[src/sv/ilt_pkg.sv]
// shared types, codes and defaults for the indexed list table
package ilt_pkg;

	localparam int ILT_CAPACITY    = 64;
	localparam int ILT_VALUE_WIDTH = 32;

	localparam int OP_W    = 3;
	localparam int POS_W   = 6;
	localparam int VAL_W   = 32;
	localparam int HASH_W  = 64;
	localparam int STAT_W  = 2;
	localparam int COUNT_W = 7;

	localparam logic [OP_W-1:0] OP_APPEND   = 3'd0;
	localparam logic [OP_W-1:0] OP_INSERT   = 3'd1;
	localparam logic [OP_W-1:0] OP_REMOVE   = 3'd2;
	localparam logic [OP_W-1:0] OP_GET      = 3'd3;
	localparam logic [OP_W-1:0] OP_SET      = 3'd4;
	localparam logic [OP_W-1:0] OP_CONTAINS = 3'd5;

	localparam logic [STAT_W-1:0] ST_OK     = 2'd0;
	localparam logic [STAT_W-1:0] ST_BOUNDS = 2'd1;
	localparam logic [STAT_W-1:0] ST_FULL   = 2'd2;

	typedef struct packed {
		logic [OP_W-1:0]   operation;
		logic [POS_W-1:0]  position;
		logic [VAL_W-1:0]  entry_value;
		logic [HASH_W-1:0] key_hash;
	} req_item_t;

	typedef struct packed {
		logic [VAL_W-1:0]   read_value;
		logic               found;
		logic [STAT_W-1:0]  status;
		logic [COUNT_W-1:0] entry_count;
	} rsp_item_t;

	typedef enum logic [3:0] {
		S_IDLE,
		S_DECODE,
		S_SHIFT,
		S_DRAIN,
		S_PLACE,
		S_READ,
		S_CAPTURE,
		S_SEARCH,
		S_CHECK,
		S_FINISH
	} state_t;

	typedef enum logic [1:0] {
		AS_TOP,
		AS_NEXT,
		AS_ZERO,
		AS_POS
	} addr_sel_t;

	typedef struct packed {
		logic              latch;
		logic              rd;
		logic              shift;
		logic              wr_new;
		logic              cnt_inc;
		logic              cnt_dec;
		logic              cap;
		logic              cmp;
		logic              set_code;
		logic [STAT_W-1:0] code;
		logic              addr_load;
		addr_sel_t         addr_sel;
		logic              addr_step;
		logic              rsp_load;
	} ctl_cmd_t;

	typedef struct packed {
		logic [OP_W-1:0] op;
		logic            full;
		logic            empty;
		logic            pos_lt_cnt;
		logic            pos_last;
		logic            walk_last;
		logic            rsp_free;
	} dp_stat_t;

endpackage

[src/sv/ilt_ctl.sv]
// controller state machine for the indexed list table
module ilt_ctl import ilt_pkg::*; (
	input  logic     clk,
	input  logic     arst_n,
	input  logic     req_valid,
	input  dp_stat_t stat,
	output ctl_cmd_t cmd,
	output logic     req_stall
);

	state_t state_q, state_d;

	always_ff @(posedge clk or negedge arst_n) begin
		if (!arst_n) begin
			state_q <= S_IDLE;
		end else begin
			state_q <= state_d;
		end
	end

	always_comb begin
		state_d = state_q;
		unique case (state_q)
			S_IDLE: begin
				if (req_valid) state_d = S_DECODE;
			end
			S_DECODE: begin
				unique case (stat.op) inside
					OP_APPEND, OP_INSERT: begin
						if (stat.full) state_d = S_FINISH;
						else if (stat.op == OP_APPEND || !stat.pos_lt_cnt) state_d = S_PLACE;
						else state_d = S_SHIFT;
					end
					OP_REMOVE: begin
						if (!stat.pos_lt_cnt || stat.pos_last) state_d = S_FINISH;
						else state_d = S_SHIFT;
					end
					OP_GET: begin
						state_d = stat.pos_lt_cnt ? S_READ : S_FINISH;
					end
					OP_CONTAINS: begin
						state_d = stat.empty ? S_FINISH : S_SEARCH;
					end
					default: begin
						state_d = S_FINISH;
					end
				endcase
			end
			S_SHIFT: begin
				if (stat.walk_last) state_d = S_DRAIN;
			end
			S_DRAIN: begin
				state_d = (stat.op == OP_INSERT) ? S_PLACE : S_FINISH;
			end
			S_PLACE:   state_d = S_FINISH;
			S_READ:    state_d = S_CAPTURE;
			S_CAPTURE: state_d = S_FINISH;
			S_SEARCH: begin
				if (stat.walk_last) state_d = S_CHECK;
			end
			S_CHECK:   state_d = S_FINISH;
			S_FINISH: begin
				if (stat.rsp_free) state_d = S_IDLE;
			end
			default:   state_d = S_IDLE;
		endcase
	end

	always_comb begin
		cmd = '0;
		cmd.addr_sel = AS_ZERO;
		cmd.code = ST_OK;
		unique case (state_q)
			S_IDLE: begin
				cmd.latch = req_valid;
			end
			S_DECODE: begin
				unique case (stat.op) inside
					OP_APPEND, OP_INSERT: begin
						if (stat.full) begin
							cmd.set_code = 1'b1;
							cmd.code = ST_FULL;
						end else if (stat.op == OP_INSERT && stat.pos_lt_cnt) begin
							cmd.addr_load = 1'b1;
							cmd.addr_sel = AS_TOP;
						end
					end
					OP_REMOVE: begin
						if (!stat.pos_lt_cnt) begin
							cmd.set_code = 1'b1;
							cmd.code = ST_BOUNDS;
						end else if (stat.pos_last) begin
							cmd.cnt_dec = 1'b1;
						end else begin
							cmd.addr_load = 1'b1;
							cmd.addr_sel = AS_NEXT;
						end
					end
					OP_GET: begin
						if (!stat.pos_lt_cnt) begin
							cmd.set_code = 1'b1;
							cmd.code = ST_BOUNDS;
						end else begin
							cmd.addr_load = 1'b1;
							cmd.addr_sel = AS_POS;
						end
					end
					OP_SET: begin
						if (!stat.pos_lt_cnt) begin
							cmd.set_code = 1'b1;
							cmd.code = ST_BOUNDS;
						end else begin
							cmd.wr_new = 1'b1;
						end
					end
					OP_CONTAINS: begin
						if (!stat.empty) begin
							cmd.addr_load = 1'b1;
							cmd.addr_sel = AS_ZERO;
						end
					end
					default: ;
				endcase
			end
			S_SHIFT: begin
				cmd.rd = 1'b1;
				cmd.shift = 1'b1;
				cmd.addr_step = 1'b1;
			end
			S_DRAIN: begin
				cmd.shift = 1'b1;
				cmd.cnt_dec = (stat.op != OP_INSERT);
			end
			S_PLACE: begin
				cmd.wr_new = 1'b1;
				cmd.cnt_inc = 1'b1;
			end
			S_READ: begin
				cmd.rd = 1'b1;
			end
			S_CAPTURE: begin
				cmd.cap = 1'b1;
			end
			S_SEARCH: begin
				cmd.rd = 1'b1;
				cmd.cmp = 1'b1;
				cmd.addr_step = 1'b1;
			end
			S_CHECK: begin
				cmd.cmp = 1'b1;
			end
			S_FINISH: begin
				cmd.rsp_load = stat.rsp_free;
			end
			default: ;
		endcase
	end

	assign req_stall = (state_q != S_IDLE);

endmodule

[config.mk]
export PLATFORM = sky130hd
export DESIGN_NAME = ilt_ctl
export DESIGN_NICKNAME = d
export VERILOG_FILES = /design/src/sv/ilt_pkg.sv /design/src/sv/ilt_ctl.sv
export SDC_FILE = /design/constraint.sdc
export NUM_CORES = 1
export LEC_CHECK = 0
export BUFFER_PORTS_ARGS = -buffer_cell sky130_fd_sc_hd__buf_2
export CAP_MARGIN = 30
export CELL_PAD_IN_SITES_DETAIL_PLACEMENT = 0
export CELL_PAD_IN_SITES_GLOBAL_PLACEMENT = 2
export CORE_ASPECT_RATIO = 0.5
export CORE_MARGIN = 4
export CORE_UTILIZATION = 24
export CTS_CLUSTER_DIAMETER = 80
export DETAILED_ROUTE_END_ITERATION = 16
export PLACE_DENSITY = 0.74
export SYNTH_ARGS = -nofsm -noshare
export SYNTH_HDL_FRONTEND = slang
export SYNTH_SLANG_ARGS = --single-unit
[constraint.sdc]
create_clock -name clk -period 1.6 [get_ports clk]
set_clock_uncertainty 0.05 [all_clocks]
set_input_delay 0 -clock clk [delete_from_list [all_inputs] [get_ports clk]]
set_output_delay 0 -clock clk [all_outputs]
set_load 0.03 [all_outputs]
# [After elaboration in Yosys (flattened, before gate mapping)]
# Cells that the tools add are included.
[word_totals] reg_bits=4 input_bits=12 elab_cells=73
[classes] eq_ne=19 n_mux=38 n_reduce_logical=15
[op_table] cell="$mux 4" n=9
[op_table] cell="$pmux 4 s8" n=1
[op_table] cell="$mux 3" n=9
[op_table] cell="$eq 4x3->1 const B" n=4
[op_table] cell="$pmux 4 s4" n=1
[op_table] cell="$mux 1" n=13
[op_table] cell="$pmux 3 s4" n=1
[op_table] cell="$reduce_or 3->1" n=3
[op_table] cell="$eq 4x2->1 const B" n=2
[op_table] cell="$eq 4x4->1 const B" n=2
[op_table] cell="$ne 2x2->1 const B" n=4
[op_table] cell="$reduce_or 2->1" n=4
[op_table] cell="$eq 3x2->1 const B" n=2
[op_table] cell="$eq 3x3->1 const B" n=2
[op_table] cell="$mux 6" n=1
[op_table] cell="$pmux 3 s2" n=1
[op_table] cell="$eq 4x1->1 const B" n=1
[op_table] cell="$logic_not 4->1" n=1
[op_table] cell="$pmux 1 s2" n=2
[op_table] cell="$reduce_and 4->1" n=1
[op_table] cell="$reduce_bool 4->1" n=1
[op_table] cell="$eq 3x1->1 const B" n=1
[op_table] cell="$logic_not 3->1" n=1
[op_table] cell="$ne 3x1->1 const B" n=1
[op_table] cell="other kinds (3)" n=4

# [Depth between registers and ports, before layout]
[depth] ltp_word=6 ltp_mapped=5 ltp_nobuf=4

# [Least setup slack after synthesis]
# Ideal clock, no wire load.
[synth_path] path_kind="reg2out" from="reg state_q[1]" to="out cmd[12] in the netlist's numbering" arrival_ns=1.678 required_ns=1.550 slack_ns=-0.128 stages_incl_launch_ff=4 n_path_buf=1 path_cell_list="dfrtp_1 -> buf_4 -> nor3_1 -> a31o_2"
[synth_lines] element="start, declared" line_no="ilt_ctl.sv:11" source="state_t state_q, state_d;"
[synth_lines] element="start signal, assigned" line_no="ilt_ctl.sv:17" source="state_q <= state_d;"
[synth_lines] element="end, declared" line_no="ilt_ctl.sv:7" source="output ctl_cmd_t cmd,"

==> results.md <==
- Status: complete, no violations
- Setup crit start kind: flip-flop
- Die X: 86.4 microns
- Final net count: 166
- Worst Path Arrival: 1.45 ns
- Placed insts: 173
- Drt wl/cell: 13.4 microns
- Async SR Flop Fraction: 100%
- Internal: 903 uW
- First-pass GRT wire length: 3970 microns
- CTS tree: yes
- Clock Latency Late Sink: 0.22 ns
- Synthesized area: 738 sq um
- Syn Nets: 123
- CP Capture Type: output pin
- Max FFs per register: 4
- Most crowded layer after global routing: met1
- PD cells: 1610 nW/um^2
- Post-Syn Instances: 111
- Max stage delay cell, worst path: dfrtp_2
- Sw Pwr: 835 uW
- DRC: 0
- Setup crit start: state_q[2]$_DFFE_PN0P_
- Synth unique cells: 45
- Logic pwr share: 73.3%
- Mean post-synth cell area: 6.65 sq um
- Worst Path Max Fanout: 10
- DR vias: 921
- Top FF cell, synth: dfrtp_1
- Crit Path Category: flip-flop to output pin
- Reg clk slew, reported paths: 0.03 ns
- Number of CTS-inserted buffers: 3
- Max clock buf depth: 2
- FILL cells: 319
- Max-slew violation count: 0
- GP Congestion: 0.789
- Flop-to-flop setup slack: 0.11 ns
- Die Ht: 47.2 microns
- Post-synthesis register bit count: 4
- Detailed Routing Iterations Pass 1: 4
- Gr usage total: 12.4%
- Starting DRT DRC Count: 61
- Top Registers: state_q (4)
- Ys Warns: 0
- Final Util: 39.0%
- Drt via density: 4.87
- Area leader, netlist: dfrtp_1
- CP bufs+invs: 2
- Crit share post-route: 93.9%
- Total grt overflow: 0
- Routed Antenna Nets: 0
- Layout area overhead: 46.3%
- Std cell rows: 13
- Reg2reg path depth: 5
- Hpwl dp: 1880 microns
- Final Hold Viols: 0
- Critical R2R Launch: state_q[1]$_DFFE_PN0P_
- Sequential share of power: 14.6%
- Cell Chain, Critical Path: buf_4 > or2_1 > a21oi_1 > buf_2
- R2r endpoint: state_q[3]$_DFFE_PN0P_
- Sw Share: 48.0%
- Core area: 2770 sq um
- Met3 Resource Use GR: 2.10%
- Met1 Resource Use GR: 19.0%
- Setup Viol. Count Final: 0
- Synth top cells by count: nor2_1 (15), nand2_1 (12), a21oi_1 (10)
- Worst slew pin tran: 0.454 ns
- Ant diodes: 0
- Max-Cap Viols: 0
- Worst EP required: 1.55 ns
- # H-tree levels: 1
- Peak VDD IR: 0.000451 V
- Initial antenna violation count: 0
- DIE AREA: 4080 sq um
- Final TNS setup: 0 ns
- Layout cells sized above 1: 43.4%
- CP top delay family: flip-flops
- Sequential cell area fraction in the yosys report: 13.6%
- CTS Root Cell: clkbuf_8
- Final Non-Filler Cells: 189
- Final worst path period need: 1.50 ns
- Routed wire length: 2530 microns
- Largest net degree at the start of global routing: 16
- Final hold slack: 0.0687 ns
- Initial core utilization: 26.7%
- EDFF count, synth: 0
- Fmax: 0.666 GHz
- Top reg by flops: state_q
- Top cell type's share of synthesized area: 13.6%
- Port bufs: 28
- Leak Pwr: 0.000515 uW
- Worst path depth: 4
- Hold Crit Class: input pin to async pin
- RSZ-0062 raised after global routing: false
- Vias in the first global route: 792
- Crit path to: cmd[14]
- Total I/O pin count: 29
- Area contributors post-synth: dfrtp_1 (14%), nor2_1 (7.6%), a21oi_1 (6.8%), nand2_1 (6.1%), nand2b_1 (5.1%)
- Count leader, synth: nor2_1
- Rel. slew slack: 69.4%
- Met2 Usage GRT: 17.9%
- # clock sinks: 4
- Crit-path max cell delay: 0.48 ns
- Clock Power Share: 12.1%
-- what timing repair did --
action / CTS / global route
setup buffers: 0 / 12
hold endpoints to repair: 4 / 0
endpoints found under the setup margin: 6 / 8
hold buffers: 1 / 0
resized for setup: 4 / 5
-- cells in the final DEF (no fill, tap or decap), types with 2 or more instances in the layout --
master / instances
dfrtp_2: 4
o31ai_1: 2
nor3_2: 3
a21oi_1: 10
nor2b_1: 3
nor2_1: 15
o22ai_1: 2
nand2b_1: 6
buf_2: 26
mux2i_1: 2
clkbuf_8: 3
o21ai_0: 3
and3_1: 3
inv_1: 6
nor3b_1: 2
o21ai_1: 2
a2bb2oi_1: 2
nand2_1: 12
buf_4: 19
-- stage by stage --
stage	setup WS, ns	total power, uW	cell area [sq um]
after CTS	0.00340	1530	977
after detailed placement	0.135	1300	920
after floorplan	0.0707	1000	743
after global routing	0.00329	1890	1080
final	0.0977	1740	1080
after global placement	0.110	1300	920
-- how the worst min path moves through the flow --
stage / slack (ns) / depth (start not counted) / startpoint / end
6_report: 0.07 / 2 / arst_n / state_q[3]$_DFFE_PN0P_
5_1_grt: 0.08 / 2 / arst_n / state_q[3]$_DFFE_PN0P_
4_1_cts: 0.07 / 2 / arst_n / state_q[3]$_DFFE_PN0P_
3_5_place_dp: -0.24 / 1 / arst_n / state_q[3]$_DFFE_PN0P_
3_3_place_gp: -0.24 / 1 / arst_n / state_q[0]$_DFFE_PN0P_
2_1_floorplan: -0.35 / 0 / arst_n / state_q[0]$_DFFE_PN0P_
-- power groups by stage --
stage / combinational [uW] / sequential [uW] / clock (uW)
finish: 1270 / 253 / 211
global route: 1400 / 261 / 225
CTS: 1040 / 277 / 213
detailed placement: 1030 / 270 / 0
global placement: 1030 / 273 / 0
floorplan: 816 / 187 / 0
-- cell type report --
cell class	instances	area (sq um)	share of cell area, %
repair buffers	47	288	26.7
inverters	6	22.5	2.09
well taps	37	46.3	4.29
flip-flops and latches	4	105	9.73
clock buffers	3	41.3	3.82
multi-input cells	92	577	53.4
-- kinds of logic (layout without fill, tap and decap cells) --
| logic type | after synthesis | count (layout) | share of synthesized area [%] |
|---|---|---|---|
| buf+inv | 15 | 56 | 10.5 |
| flops | 4 | 4 | 13.6 |
| mux | 2 | 2 | 2.71 |
| compound gates | 35 | 35 | 33.9 |
| simple gates | 55 | 55 | 39.3 |
-- layer usage --
metal  up-vias  routed length, microns
met5         -                       0
met4         0                       3
met3         2                     161
met2        31                    1040
met1       407                    1320
li1        481                       -
Note: power is estimated with default switching activity, not from simulation.
